`config.mk`:
```
export PLATFORM = sky130hd
export DESIGN_NAME = sensor_line_mode_filter
export DESIGN_NICKNAME = d
export VERILOG_FILES = /design/src/design/slmf_pkg.sv /design/src/design/slmf_ctrl.sv /design/src/design/slmf_dp.sv /design/src/design/sensor_line_mode_filter.sv
export SDC_FILE = /design/constraint.sdc
export NUM_CORES = 1
export LEC_CHECK = 0
export BUFFER_PORTS_ARGS = -buffer_cell sky130_fd_sc_hd__buf_2
export CORE_MARGIN = 3
export CORE_UTILIZATION = 55
export DETAILED_ROUTE_END_ITERATION = 7
export PLACE_DENSITY = 0.74
export SYNTH_ARGS = -nofsm -noshare
export SYNTH_HDL_FRONTEND = slang
export SYNTH_SLANG_ARGS = --single-unit
```
`constraint.sdc`:
```
create_clock -name clk -period 2.8 [get_ports clk]
set_clock_uncertainty 0.1 [all_clocks]
set_input_delay 0 -clock clk [delete_from_list [all_inputs] [get_ports clk]]
set_output_delay 0 -clock clk [all_outputs]
set_load 0.005 [all_outputs]
```
`src/design/slmf_pkg.sv`:
```
// shared constants and controller/datapath interface types for the sensor line mode filter
`default_nettype none

package slmf_pkg;

    // batch size and derived widths
    localparam int NUM_SAMPLES = 10;
    localparam int IDX_W       = $clog2(NUM_SAMPLES);
    localparam int SAMPLE_W    = 16;
    localparam int BYTE_W      = 8;

    // ascii codes the parser reacts to
    localparam logic [BYTE_W-1:0] CHAR_CR    = 8'h0D;
    localparam logic [BYTE_W-1:0] CHAR_STAR  = 8'h2A;
    localparam logic [BYTE_W-1:0] CHAR_MINUS = 8'h2D;
    localparam logic [BYTE_W-1:0] CHAR_PLUS  = 8'h2B;
    localparam logic [BYTE_W-1:0] CHAR_SPACE = 8'h20;
    localparam logic [BYTE_W-1:0] CHAR_TAB   = 8'h09;
    localparam logic [BYTE_W-1:0] CHAR_FF    = 8'h0C;
    localparam logic [BYTE_W-1:0] CHAR_ZERO  = 8'h30;
    localparam logic [BYTE_W-1:0] CHAR_NINE  = 8'h39;

    // commands from controller to datapath
    typedef struct packed {
        logic byte_take;    // input transfer this cycle
        logic search_start; // clear best count, point i at entry 0
        logic sel_j;        // read address from j instead of i
        logic lat_i;        // capture entry i, set up inner scan
        logic cmp;          // compare entry j, advance j
        logic upd;          // fold count of entry i into best, advance i
        logic out_load;     // move best into output register
    } slmf_cmd_t;

    // status from datapath to controller
    typedef struct packed {
        logic batch_full;   // current byte completes a batch
        logic i_last;       // i points at the last entry
        logic j_last;       // j points at the last entry
    } slmf_stat_t;

endpackage

`default_nettype wire

```
`src/design/slmf_ctrl.sv`:
```
// controller state machine: byte intake, mode search sequencing, output handoff
`default_nettype none

module slmf_ctrl (
    input  wire logic               clk,
    input  wire logic               rst_n,
    input  wire logic               s_tvalid,
    output logic                    s_tready,
    output logic                    m_tvalid,
    input  wire logic               m_tready,
    input  wire slmf_pkg::slmf_stat_t stat,
    output slmf_pkg::slmf_cmd_t     cmd
);

    typedef enum logic [2:0] {
        S_IDLE,
        S_RD_I,
        S_LAT_I,
        S_RD_J,
        S_CMP,
        S_UPD,
        S_OUT
    } state_t;

    state_t state_reg, state_next;
    logic   valid_reg, valid_next;
    logic   take;
    logic   load;

    // intake only in the idle state, not during the search or the output handoff
    assign s_tready = (state_reg == S_IDLE);
    assign take     = s_tvalid && s_tready;
    assign load     = (state_reg == S_OUT) && (!valid_reg || m_tready);
    assign m_tvalid = valid_reg;

    // command decode
    always_comb
    begin
        cmd              = '0;
        cmd.byte_take    = take;
        cmd.search_start = take && stat.batch_full;
        cmd.sel_j        = (state_reg == S_RD_J);
        cmd.lat_i        = (state_reg == S_LAT_I);
        cmd.cmp          = (state_reg == S_CMP);
        cmd.upd          = (state_reg == S_UPD);
        cmd.out_load     = load;
    end

    // next state
    always_comb
    begin
        state_next = state_reg;
        unique case (state_reg)
            S_IDLE:
            begin
                if (take && stat.batch_full)
                begin
                    state_next = S_RD_I;
                end
            end
            S_RD_I:  state_next = S_LAT_I;
            S_LAT_I: state_next = stat.i_last ? S_UPD : S_RD_J;
            S_RD_J:  state_next = S_CMP;
            S_CMP:   state_next = stat.j_last ? S_UPD : S_RD_J;
            S_UPD:   state_next = stat.i_last ? S_OUT : S_RD_I;
            S_OUT:
            begin
                if (load)
                begin
                    state_next = S_IDLE;
                end
            end
            default: state_next = S_IDLE;
        endcase
    end

    // output valid: a new load wins over a completed transfer
    always_comb
    begin
        valid_next = valid_reg;
        priority if (load)
        begin
            valid_next = 1'b1;
        end
        else if (valid_reg && m_tready)
        begin
            valid_next = 1'b0;
        end
    end

    // state and registered outputs
    always_ff @(posedge clk or negedge rst_n)
    begin
        if (!rst_n)
        begin
            state_reg <= S_IDLE;
            valid_reg <= 1'b0;
        end
        else
        begin
            state_reg <= state_next;
            valid_reg <= valid_next;
        end
    end

endmodule

`default_nettype wire

```
`src/design/slmf_dp.sv`:
```
// datapath: line parser, sample memory, mode search registers, output register
`default_nettype none

module slmf_dp (
    input  wire logic                                 clk,
    input  wire logic                                 rst_n,
    input  wire logic [slmf_pkg::BYTE_W-1:0]          rx_byte,
    input  wire logic                                 cfg_we,
    input  wire logic                                 cfg_data,
    input  wire slmf_pkg::slmf_cmd_t                  cmd,
    output slmf_pkg::slmf_stat_t                      stat,
    output logic signed [slmf_pkg::SAMPLE_W-1:0]      mode_value
);

    typedef enum logic [1:0] {
        PH_SPACE,
        PH_DIGITS,
        PH_DONE
    } phase_t;

    localparam logic [slmf_pkg::IDX_W-1:0] LAST_IDX =
        slmf_pkg::IDX_W'(slmf_pkg::NUM_SAMPLES - 1);

    // configuration and parser state
    logic                            fmt_reg;
    phase_t                          phase_reg, phase_next;
    logic [slmf_pkg::SAMPLE_W-1:0]   acc_reg, acc_next;
    logic                            neg_reg, neg_next;
    logic                            disc_reg, disc_next;
    logic [slmf_pkg::IDX_W-1:0]      count_reg, count_next;

    // sample memory
    logic [slmf_pkg::SAMPLE_W-1:0]   mem [slmf_pkg::NUM_SAMPLES];
    logic [slmf_pkg::IDX_W-1:0]      rd_addr;
    logic [slmf_pkg::SAMPLE_W-1:0]   rd_data_reg;
    logic                            wr_en;
    logic [slmf_pkg::SAMPLE_W-1:0]   wr_value;

    // search state
    logic [slmf_pkg::IDX_W-1:0]      i_reg;
    logic [slmf_pkg::IDX_W-1:0]      j_reg;
    logic [slmf_pkg::SAMPLE_W-1:0]   cur_reg;
    logic [slmf_pkg::IDX_W-1:0]      n_reg;
    logic [slmf_pkg::IDX_W-1:0]      best_n_reg;
    logic [slmf_pkg::SAMPLE_W-1:0]   best_reg;
    logic [slmf_pkg::SAMPLE_W-1:0]   mode_reg;

    // byte classes
    logic                            is_cr;
    logic                            is_digit;
    logic                            is_blank;
    logic [3:0]                      digit;
    logic [slmf_pkg::SAMPLE_W-1:0]   acc_x10;
    logic [slmf_pkg::SAMPLE_W-1:0]   signed_val;

    assign is_cr    = (rx_byte == slmf_pkg::CHAR_CR);
    assign is_digit = (rx_byte >= slmf_pkg::CHAR_ZERO) && (rx_byte <= slmf_pkg::CHAR_NINE);
    assign is_blank = (rx_byte == slmf_pkg::CHAR_SPACE) ||
                      ((rx_byte >= slmf_pkg::CHAR_TAB) && (rx_byte <= slmf_pkg::CHAR_FF));
    assign digit    = rx_byte[3:0];
    assign acc_x10  = (acc_reg << 3) + (acc_reg << 1);

    // reading at line end: sign, then format cut
    assign signed_val = neg_reg ? (slmf_pkg::SAMPLE_W'(0) - acc_reg) : acc_reg;
    assign wr_value   = fmt_reg ? {8'h00, signed_val[7:0]} : signed_val;
    assign wr_en      = cmd.byte_take && is_cr && !disc_reg;

    assign stat.batch_full = is_cr && !disc_reg && (count_reg == LAST_IDX);
    assign stat.i_last     = (i_reg == LAST_IDX);
    assign stat.j_last     = (j_reg == LAST_IDX);

    // parser next state
    always_comb
    begin
        phase_next = phase_reg;
        acc_next   = acc_reg;
        neg_next   = neg_reg;
        disc_next  = disc_reg;
        count_next = count_reg;
        if (cmd.byte_take)
        begin
            if (is_cr)
            begin
                phase_next = PH_SPACE;
                acc_next   = '0;
                neg_next   = 1'b0;
                disc_next  = 1'b0;
                if (!disc_reg)
                begin
                    count_next = (count_reg == LAST_IDX) ? '0
                               : slmf_pkg::IDX_W'(count_reg + 1'b1);
                end
            end
            else
            begin
                if (rx_byte == slmf_pkg::CHAR_STAR)
                begin
                    disc_next = 1'b1;
                end
                unique case (phase_reg)
                    PH_SPACE:
                    begin
                        priority if (is_blank)
                        begin
                            phase_next = PH_SPACE;
                        end
                        else if (rx_byte == slmf_pkg::CHAR_MINUS)
                        begin
                            neg_next   = 1'b1;
                            phase_next = PH_DIGITS;
                        end
                        else if (rx_byte == slmf_pkg::CHAR_PLUS)
                        begin
                            phase_next = PH_DIGITS;
                        end
                        else if (is_digit)
                        begin
                            acc_next   = slmf_pkg::SAMPLE_W'(digit);
                            phase_next = PH_DIGITS;
                        end
                        else
                        begin
                            phase_next = PH_DONE;
                        end
                    end
                    PH_DIGITS:
                    begin
                        if (is_digit)
                        begin
                            acc_next = acc_x10 + slmf_pkg::SAMPLE_W'(digit);
                        end
                        else
                        begin
                            phase_next = PH_DONE;
                        end
                    end
                    PH_DONE:
                    begin
                        phase_next = PH_DONE;
                    end
                    default:
                    begin
                        phase_next = PH_DONE;
                    end
                endcase
            end
        end
    end

    // control registers
    always_ff @(posedge clk or negedge rst_n)
    begin
        if (!rst_n)
        begin
            fmt_reg   <= 1'b0;
            phase_reg <= PH_SPACE;
            acc_reg   <= '0;
            neg_reg   <= 1'b0;
            disc_reg  <= 1'b0;
            count_reg <= '0;
        end
        else
        begin
            if (cfg_we)
            begin
                fmt_reg <= cfg_data;
            end
            phase_reg <= phase_next;
            acc_reg   <= acc_next;
            neg_reg   <= neg_next;
            disc_reg  <= disc_next;
            count_reg <= count_next;
        end
    end

    // sample memory, one write and one registered read
    assign rd_addr = cmd.sel_j ? j_reg : i_reg;

    always_ff @(posedge clk)
    begin
        if (wr_en)
        begin
            mem[count_reg] <= wr_value;
        end
        rd_data_reg <= mem[rd_addr];
    end

    // mode search: count later matches of each entry, keep last best
    always_ff @(posedge clk)
    begin
        if (cmd.search_start)
        begin
            i_reg      <= '0;
            best_n_reg <= '0;
        end
        if (cmd.lat_i)
        begin
            cur_reg <= rd_data_reg;
            n_reg   <= '0;
            j_reg   <= slmf_pkg::IDX_W'(i_reg + 1'b1);
        end
        if (cmd.cmp)
        begin
            if (rd_data_reg == cur_reg)
            begin
                n_reg <= slmf_pkg::IDX_W'(n_reg + 1'b1);
            end
            j_reg <= slmf_pkg::IDX_W'(j_reg + 1'b1);
        end
        if (cmd.upd)
        begin
            if (n_reg >= best_n_reg)
            begin
                best_n_reg <= n_reg;
                best_reg   <= cur_reg;
            end
            i_reg <= slmf_pkg::IDX_W'(i_reg + 1'b1);
        end
        if (cmd.out_load)
        begin
            mode_reg <= best_reg;
        end
    end

    assign mode_value = mode_reg;

endmodule

`default_nettype wire

```
`src/design/sensor_line_mode_filter.sv`:
```
// top level of the sensor line mode filter: controller plus datapath
`default_nettype none

// Takes sensor reply text one byte per transfer and parses each CR-terminated
// line into a reading (lines holding '*' are dropped); after NUM_SAMPLES
// readings it emits their mode on the master side. A byte that does not
// complete a batch leaves the slave side ready, so the next byte can follow at
// once. The CR that completes a batch starts the mode search, which scans the
// sample memory through its single read port and then loads the output
// register; until that load the slave side is not ready. The result waits
// in that register, so new bytes are taken while it is pending; a second
// result waits for it to leave.
module sensor_line_mode_filter (
    input  wire logic                                 clk,
    input  wire logic                                 rst_n,
    // slave side, tdata: [7:0] rx_byte
    input  wire logic                                 s_tvalid,
    output logic                                      s_tready,
    input  wire logic [slmf_pkg::BYTE_W-1:0]          s_tdata,
    // master side, tdata: [15:0] mode_value
    output logic                                      m_tvalid,
    input  wire logic                                 m_tready,
    output logic signed [slmf_pkg::SAMPLE_W-1:0]      m_tdata,
    // reading_format register
    input  wire logic                                 cfg_we,
    input  wire logic                                 cfg_data
);

    slmf_pkg::slmf_cmd_t  cmd;
    slmf_pkg::slmf_stat_t stat;

    // sequencing
    slmf_ctrl u_ctrl (
        .clk      (clk),
        .rst_n    (rst_n),
        .s_tvalid (s_tvalid),
        .s_tready (s_tready),
        .m_tvalid (m_tvalid),
        .m_tready (m_tready),
        .stat     (stat),
        .cmd      (cmd)
    );

    // parsing, storage and search
    slmf_dp u_dp (
        .clk        (clk),
        .rst_n      (rst_n),
        .rx_byte    (s_tdata),
        .cfg_we     (cfg_we),
        .cfg_data   (cfg_data),
        .cmd        (cmd),
        .stat       (stat),
        .mode_value (m_tdata)
    );

endmodule

`default_nettype wire

```
* Word-level counts from Yosys, hierarchy flattened
Memories as Yosys holds them, arrays and structs flattened. A register that Yosys moved wholly into a read port is not among the register bits.
Cells that the tools add are included.
** Storage, ports and cells
- Bits in registers :: 93
- Bits in writable memories :: 160
- Bits of input ports :: 14
- Output and inout port bits :: 18
- Word-level logic and storage cells :: 128
- Memories kept :: 1
** Cells by class
- $add $sub $neg :: 7
- Magnitude comparators :: 5
- Equality and inequality tests :: 25
- Muxes and demuxes :: 44
- Bitwise operators :: 1
- Reduce and logical (&&, ||, !) cells :: 30
** Memory list
- u_dp.mem :: words 10, width 16, read ports 1, clocked after Yosys merged registers in 1, wr ports 1, RTL line slmf_dp.sv:33 : logic [slmf_pkg::SAMPLE_W-1:0] mem [slmf_pkg::NUM_SAMPLES];
** Operator list (number)
- $mux W16 :: 8
- $mux W4 :: 12
- $eq A8 B6 Y1 const B :: 4
- $pmux W16 S2 :: 1
- $pmux W3 S7 :: 1
- $add A16 B16 Y16 :: 1
- $add A16 B4 Y16 :: 1
- $add A4 B1 Y4 const B :: 4
- $eq A16 B16 Y1 :: 1
- $sub A1 B16 Y16 const A :: 1
- $mux W3 :: 5
- $eq A4 B4 Y1 const B :: 3
- $mux W2 :: 6
- $ne A3 B2 Y1 const B :: 4
- $reduce_bool A2 Y1 :: 6
- $logic_and A1 B1 Y1 :: 10
- $mux W1 :: 10
- $eq A3 B3 Y1 const B :: 3
- $eq A8 B4 Y1 const B :: 1
- $ge A8 B4 Y1 const B :: 1
- $ge A8 B6 Y1 const B :: 1
- $le A8 B4 Y1 const B :: 1
- $le A8 B6 Y1 const B :: 1
- $reduce_and A2 Y1 :: 4
- 17 further kinds :: 22

* Depth between registers and ports, before layout
Gate-level depths: netlist of the first run.
- Depth in word-level cells :: 8
- Depth in mapped cells :: 11
- Gate-level depth less buffers :: 10

* Cells and area by module
From an unflattened synthesis of the first run, not the netlist that was laid out.
** Unflattened totals
- Cell total of the unflattened synthesis :: 766
- Area, all modules :: 11688.7 sq um
** Modules (own cells, without submodules)
- slmf_dp :: times used 1, cells an instance 729, area each 11350.9 sq um, sequential area each 7592.3 sq um
- slmf_ctrl :: times used 1, cells an instance 37, area each 337.8 sq um, sequential area each 100.1 sq um

* Worst setup path before layout of the first run
No wires, ideal clock.
- Kind :: register to register
- Start point :: register u_ctrl.state_reg[2]
- End point :: memory u_dp.mem[0][0] (netlist bit), enable pin
- Library setup time :: 0.409 ns
- Arrival :: 2.624 ns
- Required time :: 2.291 ns
- Setup slack :: -0.334 ns
- Stages on the path, launching flop included :: 7
- Buffers on the path :: 1
- Period minus slack after synthesis :: 3.134 ns
- Path through :: dfrtp_1 -> buf_6 -> nor3_1 -> nand2_1 -> nor3_4 -> nand2_1 -> nor3_1
** Between the ends
- Cells in the longest elaborated chain, start to end :: 6
** RTL lines
- from (decl) :: RTL line slmf_ctrl.sv:25 : state_t state_reg, state_next;
- from (signal assigned) :: RTL line slmf_ctrl.sv:101 : state_reg <= state_next;
- $logic_not A3 Y1 :: RTL line slmf_ctrl.sv:31 : assign s_tready = (state_reg == S_IDLE);
- named net s_tready :: RTL line sensor_line_mode_filter.sv:18 : output logic s_tready,
- $logic_and A1 B1 Y1 :: RTL line slmf_ctrl.sv:32 : assign take = s_tvalid && s_tready;
- $logic_and A1 B1 Y1 (2 in a row) :: RTL line slmf_dp.sv:66 : assign wr_en = cmd.byte_take && is_cr && !disc_reg;
- $mux W1 :: RTL line slmf_dp.sv:181 : if (wr_en)
- $mux W1 (implied by the code) :: RTL line slmf_dp.sv:183 : mem[count_reg] <= wr_value;
- to (decl) :: RTL line slmf_dp.sv:33
The timed path passes the listed nets, and every way through them passes these cells.

* Worst setup path after layout of the first run
- Start point :: register u_dp.acc_reg[0] (netlist bit)
- End point :: register u_dp.acc_reg[9] (netlist bit)
** Between the ends
- Cells in the longest elaborated chain, start to end :: 5
** RTL lines
- from (decl) :: RTL line slmf_dp.sv:27 : logic [slmf_pkg::SAMPLE_W-1:0] acc_reg, acc_next;
- from (signal assigned) :: RTL line slmf_dp.sv:169 : acc_reg <= acc_next;
- $add A16 B16 Y16 :: RTL line slmf_dp.sv:61 : assign acc_x10 = (acc_reg << 3) + (acc_reg << 1);
- $add A16 B4 Y16 :: RTL line slmf_dp.sv:130 : acc_next = acc_x10 + slmf_pkg::SAMPLE_W'(digit);
- $mux W16 :: RTL line slmf_dp.sv:128 : if (is_digit)
- $pmux W16 S2 :: RTL line slmf_dp.sv:100 : unique case (phase_reg)
- $mux W16 :: RTL line slmf_dp.sv:82 : if (is_cr)
Every way passes these cells. The select of a mux whose other input is x is not followed.
A chain may end at the register's enable or synchronous reset.

==> results.cfg, run 1 <==
[worst_setup_path]
cp_num_buf_inv = 2
cp_slowest_cell = fa_2
path_class = register to register
worst-r2r-setup-slack_ns = 0.09
startpoint = u_dp.acc_reg[0]
start_kind = register
critPathArrivalTime_ns = 3.02
worstPathRequired_ns = 3.11
crit_family = adder cells
r2r-end = u_dp.acc_reg[9]
reg2reg_from = u_dp.acc_reg[0]
cp_common_cell = inv_2
crit_path_end_kind = register
rr_worst_depth = 10
critPathMaxStageDelay_ns = 0.60
worstPathMaxFanout = 3
crit_chain = inv_2 -> fa_2 -> inv_2 -> ha_4 -> a211oi_2 -> nor2_2 -> or4_1 -> a31oi_2 -> xnor2_1 -> a22o_1

[logic_synthesis]
synth_top_area_frac = 0.5063
ys_warn_count = 0
syn_area_per_cell_um2 = 14.61
yosysSeqAreaShare = 0.6004
syn_area_um2 = 12810
synthTopCellsByArea = edfxtp_1 51%, mux4_2 7.0%, mux2i_1 6.3%
synthFlopType = edfxtp_1
synth_fp_nets = 929
synth_top_cell_by_area = edfxtp_1
synth_cells = 877
synth_cell_type_count = 59
synthArstFlopShare = 0.1078
ys_seq_elements = 269
synth_edf_count = 216

[clock_network]
clk_latency_ns = 0.52
cts_tree = done
cts_made_buffers = 27
root_buffer = clkbuf_16
clk_pin_slew_worst_paths_ns = 0.06
clockBufferDepth = 3
htree_levels = 1
clock-sinks = 269

[finish]
largest_reg_flops = 160
final_common_cell = edfxtp_1
syn2layout_area_growth_pct = 16.56
final_nets = 1028
fin_cells = 1309
multi_input_area_um2 = 4821
final_cell_mix = 216 x edfxtp_1, 80 x mux2i_1, 50 x buf_4
seqCellArea_um2 = 7694
fillers = 1589
diodes = 0
drive_gt1_frac = 0.2179
regMostFlops = u_dp.mem

[timing]
rsz0062_at_grt = yes
finalWorstSetupSlack_ns = 0.08560
tns_ns = 0
setup_viol = 0
maxSlewViolCount = 0
min_period_ns = 2.714
fin_crit_sh = 0.9694
worst_pin_slew_ns = 1.166
fmax_mhz = 368.4
hold_ws_ns = 0.007238
hold_viol = 0
slew_headroom = 0.2191

[route]
drt_first_pass_iters = 5
drtIter0Drc = 541
vias_per_cell = 5.849
drt_drc_violations_left = 0
vias = 7656
antenna_left = 0
totalWireLength_um = 25510
wl_per_cell_um = 19.49

[placed_design]
place_worst_setup_slack_ns = -0.05706
port-buffer-count = 31
place_inst = 1239
place.gp.congestion = 0.7956
dp_hpwl_um = 16680

[power_and_ir_drop]
power.density_nw_per_um2 = 548.9
max-vdd-ir-drop_uv = 338.5
p_leak_uw = 0.006280

[grt]
grt_use_total = 0.2087
grt_pass1_vias = 7581
met1_usage = 0.2763
grt_pass1_wl_um = 40590
antenna_found_initial = 0
grt_use_met2 = 0.3679
grt_overflow_total = 0
grt_start_max_net_pins = 43
gr-usage-met3 = 0.02256
top_usage_layer = met2

[floorplan]
die_y_um = 158.6
num_rows = 55
io_pins = 32
die_x_um = 158.6
core_area_um2 = 22780
start_util = 0.5624
die_area_um2 = 25160

[flow_run]
maxCapViolations = 0

[min_path]
hold_class = primary input to register
hold_depth = 6
worstHoldStart = s_tdata[6]
hold_path_end = u_dp.phase_reg[0]

[run_status]
outcome = finished, final reports clean
-- metal layers --
| metal | wire length (µm) | vias to the layer above |
|---|---|---|
| li1 | - | 3611 |
| met2 | 13210 | 182 |
| met3 | 1176 | 47 |
| met5 | 0 | - |
| met4 | 556 | 0 |
| met1 | 10570 | 3816 |
-- stage by stage --
stage	util	power [µW]	cell area, µm²
floorplan	-	4367	12830
global placement	0.6026	4395	13730
detailed placement	0.6026	4396	13730
CTS	0.6539	8245	14890
global route	0.6556	8421	14930
finish	0.6556	8196	14930
-- where the power goes --
part / switching, µW / leakage [µW] / total (µW) / internal [µW]
Combinational: 33.1 / 0.00280 / 65.2 / 32.1
Clock: 1480 / 0.000479 / 3860 / 2390
Sequential: 3.69 / 0.00300 / 4270 / 4260
Total: 1510 / 0.00628 / 8200 / 6680
-- final cells by class --
| cell class | instances | area share |
|---|---|---|
| inverters | 28 | 0.007038 |
| repair buffers | 112 | 0.06435 |
| multi-input cells | 538 | 0.3228 |
| well taps | 313 | 0.02623 |
| flip-flops and latches | 269 | 0.5152 |
| clock buffers | 31 | 0.04826 |
| clock inverters | 18 | 0.01609 |
-- cell usage after synthesis (9+ instances only) --
| library cell | n |
|---|---|
| buf_2 | 19 |
| edfxtp_1 | 216 |
| nor3_1 | 13 |
| o31ai_1 | 9 |
| nor2_1 | 41 |
| mux4_2 | 40 |
| nand3_1 | 16 |
| xnor2_1 | 29 |
| inv_1 | 28 |
| a211oi_1 | 30 |
| ha_1 | 36 |
| clkbuf_1 | 10 |
| o21ai_0 | 29 |
| mux2i_1 | 81 |
| dfrtp_1 | 29 |
| buf_6 | 10 |
| dfxtp_1 | 24 |
| a21oi_1 | 22 |
| nor2b_1 | 28 |
| xor2_1 | 16 |
| a221oi_2 | 12 |
| nand2_1 | 42 |
-- logic make-up (layout without fill, tap and decap cells) --
group / count (synthesis) / in the layout / synth area share
buffers and inverters: 70 / 189 / 0.02910
AOI/OAI and AO/OA: 144 / 144 / 0.08331
muxes: 126 / 126 / 0.1411
adders and majority gates: 38 / 38 / 0.03828
DFF: 269 / 269 / 0.6004
xor gates and xnor gates: 45 / 45 / 0.03076
and+or+nand+nor: 185 / 185 / 0.07696
-- what timing repair did --
action                                  4_1_cts  5_1_grt
setup buffers                                 1        1
pin swaps                                     2       10
resized for setup                             2       11
hold endpoints to repair                     43        0
hold buffers                                 19        0
endpoints found under the setup margin        3        6
-- worst min-delay path, cell delays in order --
cell	delay, ns
buf_2	0.10
nor3b_1	0.07
nand4_1	0.16
nand2_1	0.11
nand2_1	0.07
o21ai_0	0.06
-- how the worst max path moves through the flow --
stage,end,slack (ns),depth (start not counted)
after floorplan,u_dp.acc_reg[9],0.0004,10
after global placement,u_dp.acc_reg[14],-0.01,9
after detailed placement,u_dp.acc_reg[14],-0.06,9
after CTS,u_dp.acc_reg[9],0.005,10
after global routing,u_dp.acc_reg[9],-0.03,10
final,u_dp.acc_reg[9],0.09,10
Note: power is estimated with default switching activity, not from simulation.
==> run 2: changes to the inputs <==
Settings changed: PLACE_DENSITY 0.74 to 0.72, SYNTH_HIERARCHICAL from default to 1.
Clock period 2.8 ns to 3 ns, I/O delays scaled along.
==> run 2 against run 1 <==
Effect of this change: clock-buffer cell count rose by 7; first-iteration DRC count decreased by 26%; critical path type unchanged; synthesized cell count is 13% lower; register-to-register slack better by 0.09 ns; sequential share of layout area is 5.9 points higher; design area shrank 10%; clock power shrank 18%; global-route usage shrank 1.3 points; hold slack better by 0.017 ns; setup slack better by 0.088 ns; fmax decreased by 4.0%; sequential power up 8.9%.
==> results.cfg, run 2 <==
[placed_design]
place_inst = 1069
port-buffer-count = 31
place.gp.congestion = 0.8244
dp_hpwl_um = 13940
place_worst_setup_slack_ns = 0.1105

[logic_synthesis]
synth_cell_type_count = 66
syn_area_per_cell_um2 = 15.26
synth_top_area_frac = 0.5549
syn_area_um2 = 11690
synthFlopType = edfxtp_1
synth_edf_count = 216
synthArstFlopShare = 0.1078
synthTopCellsByArea = edfxtp_1 55%, dfrtp_1 6.2%, mux4_2 5.8%
yosysMostFrequentCell = edfxtp_1
ys_warn_count = 6
ys_top_cells_by_count = 216 x edfxtp_1, 37 x nor2_1, 36 x ha_1, 36 x nand2_1
yosysSeqAreaShare = 0.6581
synth_top_cell_by_area = edfxtp_1
ys_seq_elements = 269
synth_fp_nets = 818
synth_cells = 766

[worst_setup_path]
cp.depth = 10
cp_common_cell = ha_1
start_kind = register
worstPathMaxFanout = 6
worst-r2r-setup-slack_ns = 0.17
crit_chain = ha_1 -> ha_1 -> inv_1 -> fa_1 -> nor2b_1 -> o31ai_1 -> a31oi_1 -> o21a_1 -> or3_1 -> a32o_1
cp_slowest_cell = dfrtp_1
reg2reg_from = u_dp/acc_reg[1]
rr_worst_depth = 10
critPathArrivalTime_ns = 3.13
cp-endpoint = u_dp/acc_reg[12]
crit_path_end_kind = register
path_class = register to register
worstPathRequired_ns = 3.30
crit_family = compound AO/OA/AOI/OAI gates
critPathMaxStageDelay_ns = 0.46
startpoint = u_dp/acc_reg[1]
r2r-end = u_dp/acc_reg[12]
cp_num_buf_inv = 1

[finish]
regMostFlops = u_dp/mem
largest_reg_flops = 160
final_common_cell = edfxtp_1
drive_gt1_frac = 0.1970
syn2layout_area_growth_pct = 14.55
final_nets = 895
fin_cells = 1133
utilization = 0.6512
diodes = 0
fillers = 1499
final_cell_mix = 216 x edfxtp_1, 36 x nand2_1, 36 x ha_1

[timing]
slew_headroom = 0.4624
worst_pin_slew_ns = 0.8006
maxSlewViolCount = 0
rsz0062_at_grt = no
hold_viol = 0
fin_crit_sh = 0.9423
fmax_mhz = 353.8
finalWorstSetupSlack_ns = 0.1732
min_period_ns = 2.827
setup_viol = 0

[route]
vias_per_cell = 5.817
wl_per_cell_um = 19.23
antenna_left = 0
totalWireLength_um = 21790
drtIter0Drc = 399
drt_drc_violations_left = 0
vias = 6591
drt_first_pass_iters = 5

[clock_network]
clock-sinks = 269
root_buffer = clkbuf_16
cts_tree = done
cts_made_buffers = 27
clockBufferDepth = 3
htree_levels = 1
clk_pin_slew_worst_paths_ns = 0.06
clk_latency_ns = 0.51

[run_status]
outcome = finished, final reports clean

[floorplan]
die_area_um2 = 23040
io_pins = 32
core_area_um2 = 20560
start_util = 0.5685
die_y_um = 151.8
die_x_um = 151.8
num_rows = 52

[power_and_ir_drop]
max-vdd-ir-drop_uv = 352.1
power_uw = 9526
power.density_nw_per_um2 = 711.4
p_leak_uw = 0.005192

[grt]
antenna_found_initial = 0
grt_pass1_vias = 6696
grt_overflow_total = 0
grt_start_max_net_pins = 48
grt_pass1_wl_um = 35070
grt_use_total = 0.1961

[min_path]
hold_class = primary input to register

[flow_run]
maxCapViolations = 0
-- run 2: changes by cell type after synthesis, sizes merged, moves of 5 or more --
cell / before / now
a211oi: 30 / 18
a21o: 2 / 9
a21oi: 22 / 30
a221oi: 15 / 1
a22o: 8 / 1
and3: 0 / 5
buf: 32 / 16
inv: 28 / 19
mux2i: 84 / 29
mux4: 41 / 32
nand2: 42 / 37
-- run 2: repair_timing --
| item | CTS | global route |
|---|---|---|
| resized for setup | 0 | 4 |
| endpoints found under the setup margin | 0 | 1 |
| endpoints found under the hold margin | 45 | 0 |
| setup buffers | 0 | 1 |
| hold buffers | 14 | 0 |
-- run 2: power by group --
group | internal (µW) | switching, µW | leakage (µW)
Sequential | 4420 | 230 | 0.00280
Combinational | 778 | 919 | 0.00198
Clock | 1880 | 1300 | 0.000414
Total | 7080 | 2450 | 0.00519
-- run 2: routing by layer --
metal,part of all wire,global-route usage,vias up
met5,0,0,-
met4,0.021,0.05975,0
met3,0.046,0.02380,38
met2,0.53,0.3529,156
met1,0.41,0.2505,3309
li1,-,-,3088
-- run 2: kinds of logic (layout without fill, tap and decap cells) --
group / after synthesis / in the layout / share of synthesized area
simple gates: 170 / 170 / 0.07793
xor+xnor: 46 / 46 / 0.03447
compound gates: 128 / 128 / 0.07247
fa+ha+maj: 38 / 38 / 0.04196
buf+inv: 49 / 146 / 0.02205
flops: 269 / 269 / 0.6581
mux: 66 / 66 / 0.09302
-- run 2: how the worst min path moves through the flow --
stage / start / end / cells after the start
global placement: rst_n / u_dp/count_reg[0] / 1
detailed placement: rst_n / u_dp/phase_reg[1] / 1
floorplan: rst_n / u_ctrl/m_tvalid / 0
global route: s_tdata[6] / u_dp/neg_reg / 4
CTS: s_tdata[5] / u_dp/neg_reg / 4
finish: s_tdata[5] / u_dp/neg_reg / 4
-- run 2: cell type report --
cell class	count	area, µm²	share of cell area
Clock buffer	38	737.0	0.05504
Clock inverter	11	105.1	0.007850
Multi-Input combinational cell	448	3842	0.2870
Inverter	19	71.32	0.005327
Tap cell	270	337.8	0.02523
Timing Repair Buffer	78	603.1	0.04504
Sequential cell	269	7692	0.5745
-- run 2: stage by stage --
stage	TNS [ns]	hold slack [ns]	area, µm²
after floorplan	-0.4341	-0.3956	11750
after global placement	0	-0.02737	12370
after detailed placement	0	-0.01420	12370
after CTS	0	0.01168	13360
after global routing	0	0.04164	13390
final	0	0.02450	13390
-- run 2: tightest hold or removal path, cell delays in order --
cell and delay, ns:
buf_2 0.12, nor4_4 0.06, or3b_4 0.27, a32o_1 0.14
==> run 3: changes to the inputs <==
==> constraint.sdc (replaced) <==
create_clock -name clk -period 3 [get_ports clk]
set_clock_uncertainty 0.1 [all_clocks]
set_input_delay 0.15 -clock clk [delete_from_list [all_inputs] [get_ports clk]]
set_output_delay 0.15 -clock clk [all_outputs]
set_load 0.005 [all_outputs]
==> run 3 against run 2 <==
Effect of this change: clock power is essentially flat; register-to-register slack worse by 0.02 ns; global-route usage grew 0.22 points; cell count increased by 0.18%; largest cell class unchanged.
==> results.cfg, run 3 (synthesis gave the netlist of run 2 again) <==
[timing]
min_period_ns = 2.884
worst_pin_slew_ns = 1.076
maxSlewViolCount = 0
hold_ws_ns = 0.05186
fin_crit_sh = 0.9614
setup_viol = 0
slew_headroom = 0.2751
finalWorstSetupSlack_ns = 0.1157
rsz0062_at_grt = no
tns_ns = 0
fmax_mhz = 346.7
hold_viol = 0

[placed_design]
port-buffer-count = 31
dp_hpwl_um = 14090
place_worst_setup_slack_ns = 0.05999
dpl_cell_area_um2 = 12430
place.gp.congestion = 0.8500

[clock_network]
clk_pin_slew_worst_paths_ns = 0.06
cts_setup_buffers = 0
htree_levels = 1
cts_made_buffers = 27
clock-sinks = 269
clockBufferDepth = 3
cts_tree = done
clk_latency_ns = 0.52
root_buffer = clkbuf_16

[grt]
grt_start_max_net_pins = 33
grt_use_met2 = 0.3498
grt_pass1_vias = 6683
top_usage_layer = met2
gr-usage-met3 = 0.02499
met1_usage = 0.2655
antenna_found_initial = 0
grt_overflow_total = 0
grt_pass1_wl_um = 35620
grt_use_total = 0.1983

[power_and_ir_drop]
p_leak_uw = 0.005200
power.density_nw_per_um2 = 715.6
max-vdd-ir-drop_uv = 340.0
power_uw = 9582

[floorplan]
num_rows = 52
die_area_um2 = 23040
die_y_um = 151.8
io_pins = 32
start_util = 0.5685
core_area_um2 = 20560
die_x_um = 151.8

[finish]
largest_reg_flops = 160
stdcell_area_um2 = 13390
syn2layout_area_growth_pct = 14.56
diodes = 0
fillers = 1465
seqCellArea_um2 = 7692
final_cell_mix = 216 x edfxtp_1, 36 x nand2_1, 36 x ha_1
regMostFlops = u_dp/mem
multi_input_area_um2 = 3836
drive_gt1_frac = 0.1977
final_nets = 897
final_common_cell = edfxtp_1

[route]
wl_per_cell_um = 19.39
drtIter0Drc = 496
drt_drc_violations_left = 0
totalWireLength_um = 22010
vias = 6580
vias_per_cell = 5.797
drt_first_pass_iters = 5
antenna_left = 0

[run_status]
outcome = finished, final reports clean

[min_path]
hold_class = primary input to register
hold_depth = 3

[worst_setup_path]
path_class = primary input to register
crit_path_end_kind = register
start_kind = primary input
rr_worst_depth = 10
worstPathRequired_ns = 3.30
critPathArrivalTime_ns = 3.19
worstPathMaxFanout = 8

[flow_run]
maxCapViolations = 0
==> run 3: worst max-delay path, stage by stage <==
cell,delay (ns)
dlygate4sd3_1,0.52
buf_2,0.17
inv_1,0.10
fa_1,0.60
inv_1,0.07
ha_1,0.33
a211oi_2,0.21
nor2_1,0.11
o2111ai_2,0.21
a21oi_1,0.11
or3_1,0.36
a32o_1,0.25
==> run 3: power breakdown <==
group	switching (µW)	total, µW	internal, µW
Clock	1300	3170	1880
Combinational	937	1750	812
Sequential	239	4660	4420
Total	2470	9580	7110
==> run 3: path summary, 6_finish.rpt <==
check                                      to        startpoint  slack [ns]
min reg2reg                u_dp/mode_value[3]  u_dp/best_reg[3]        0.32
min in group asynchronous   u_dp/count_reg[0]             rst_n        0.11
min                              u_dp/neg_reg        s_tdata[4]        0.05
max reg2reg                  u_dp/acc_reg[12]   u_dp/acc_reg[1]        0.15
max                          u_dp/acc_reg[13]        s_tdata[3]        0.12
max in group asynchronous     u_dp/acc_reg[7]             rst_n        2.26
==> run 3: timing repair <==
item                                    CTS  global route
endpoints found under the setup margin    0             1
endpoints found under the hold margin    37             0
hold buffers                             11             0
resized for setup                         0             2
==> run 3: stage by stage <==
stage,instances,util
4_1_cts,1135,0.6507
3_5_place_dp,1075,0.6046
3_3_place_gp,1075,0.6046
6_report,1135,0.6513
2_1_floorplan,766,-
5_1_grt,1135,0.6513
==> run 3: area by class of cell <==
type / count / area share
timing repair buffer: 80 / 0.04579
multi-input combinational: 448 / 0.2865
clock buffer: 38 / 0.05504
inverter: 19 / 0.005326
clock inverter: 11 / 0.007662
sequential: 269 / 0.5745
tap: 270 / 0.02523
==> run 3: layer usage <==
layer / routed length [µm] / part of all wire
met1: 9367 / 0.43
met2: 11220 / 0.51
met3: 1083 / 0.049
met4: 335 / 0.015
met5: 0 / 0
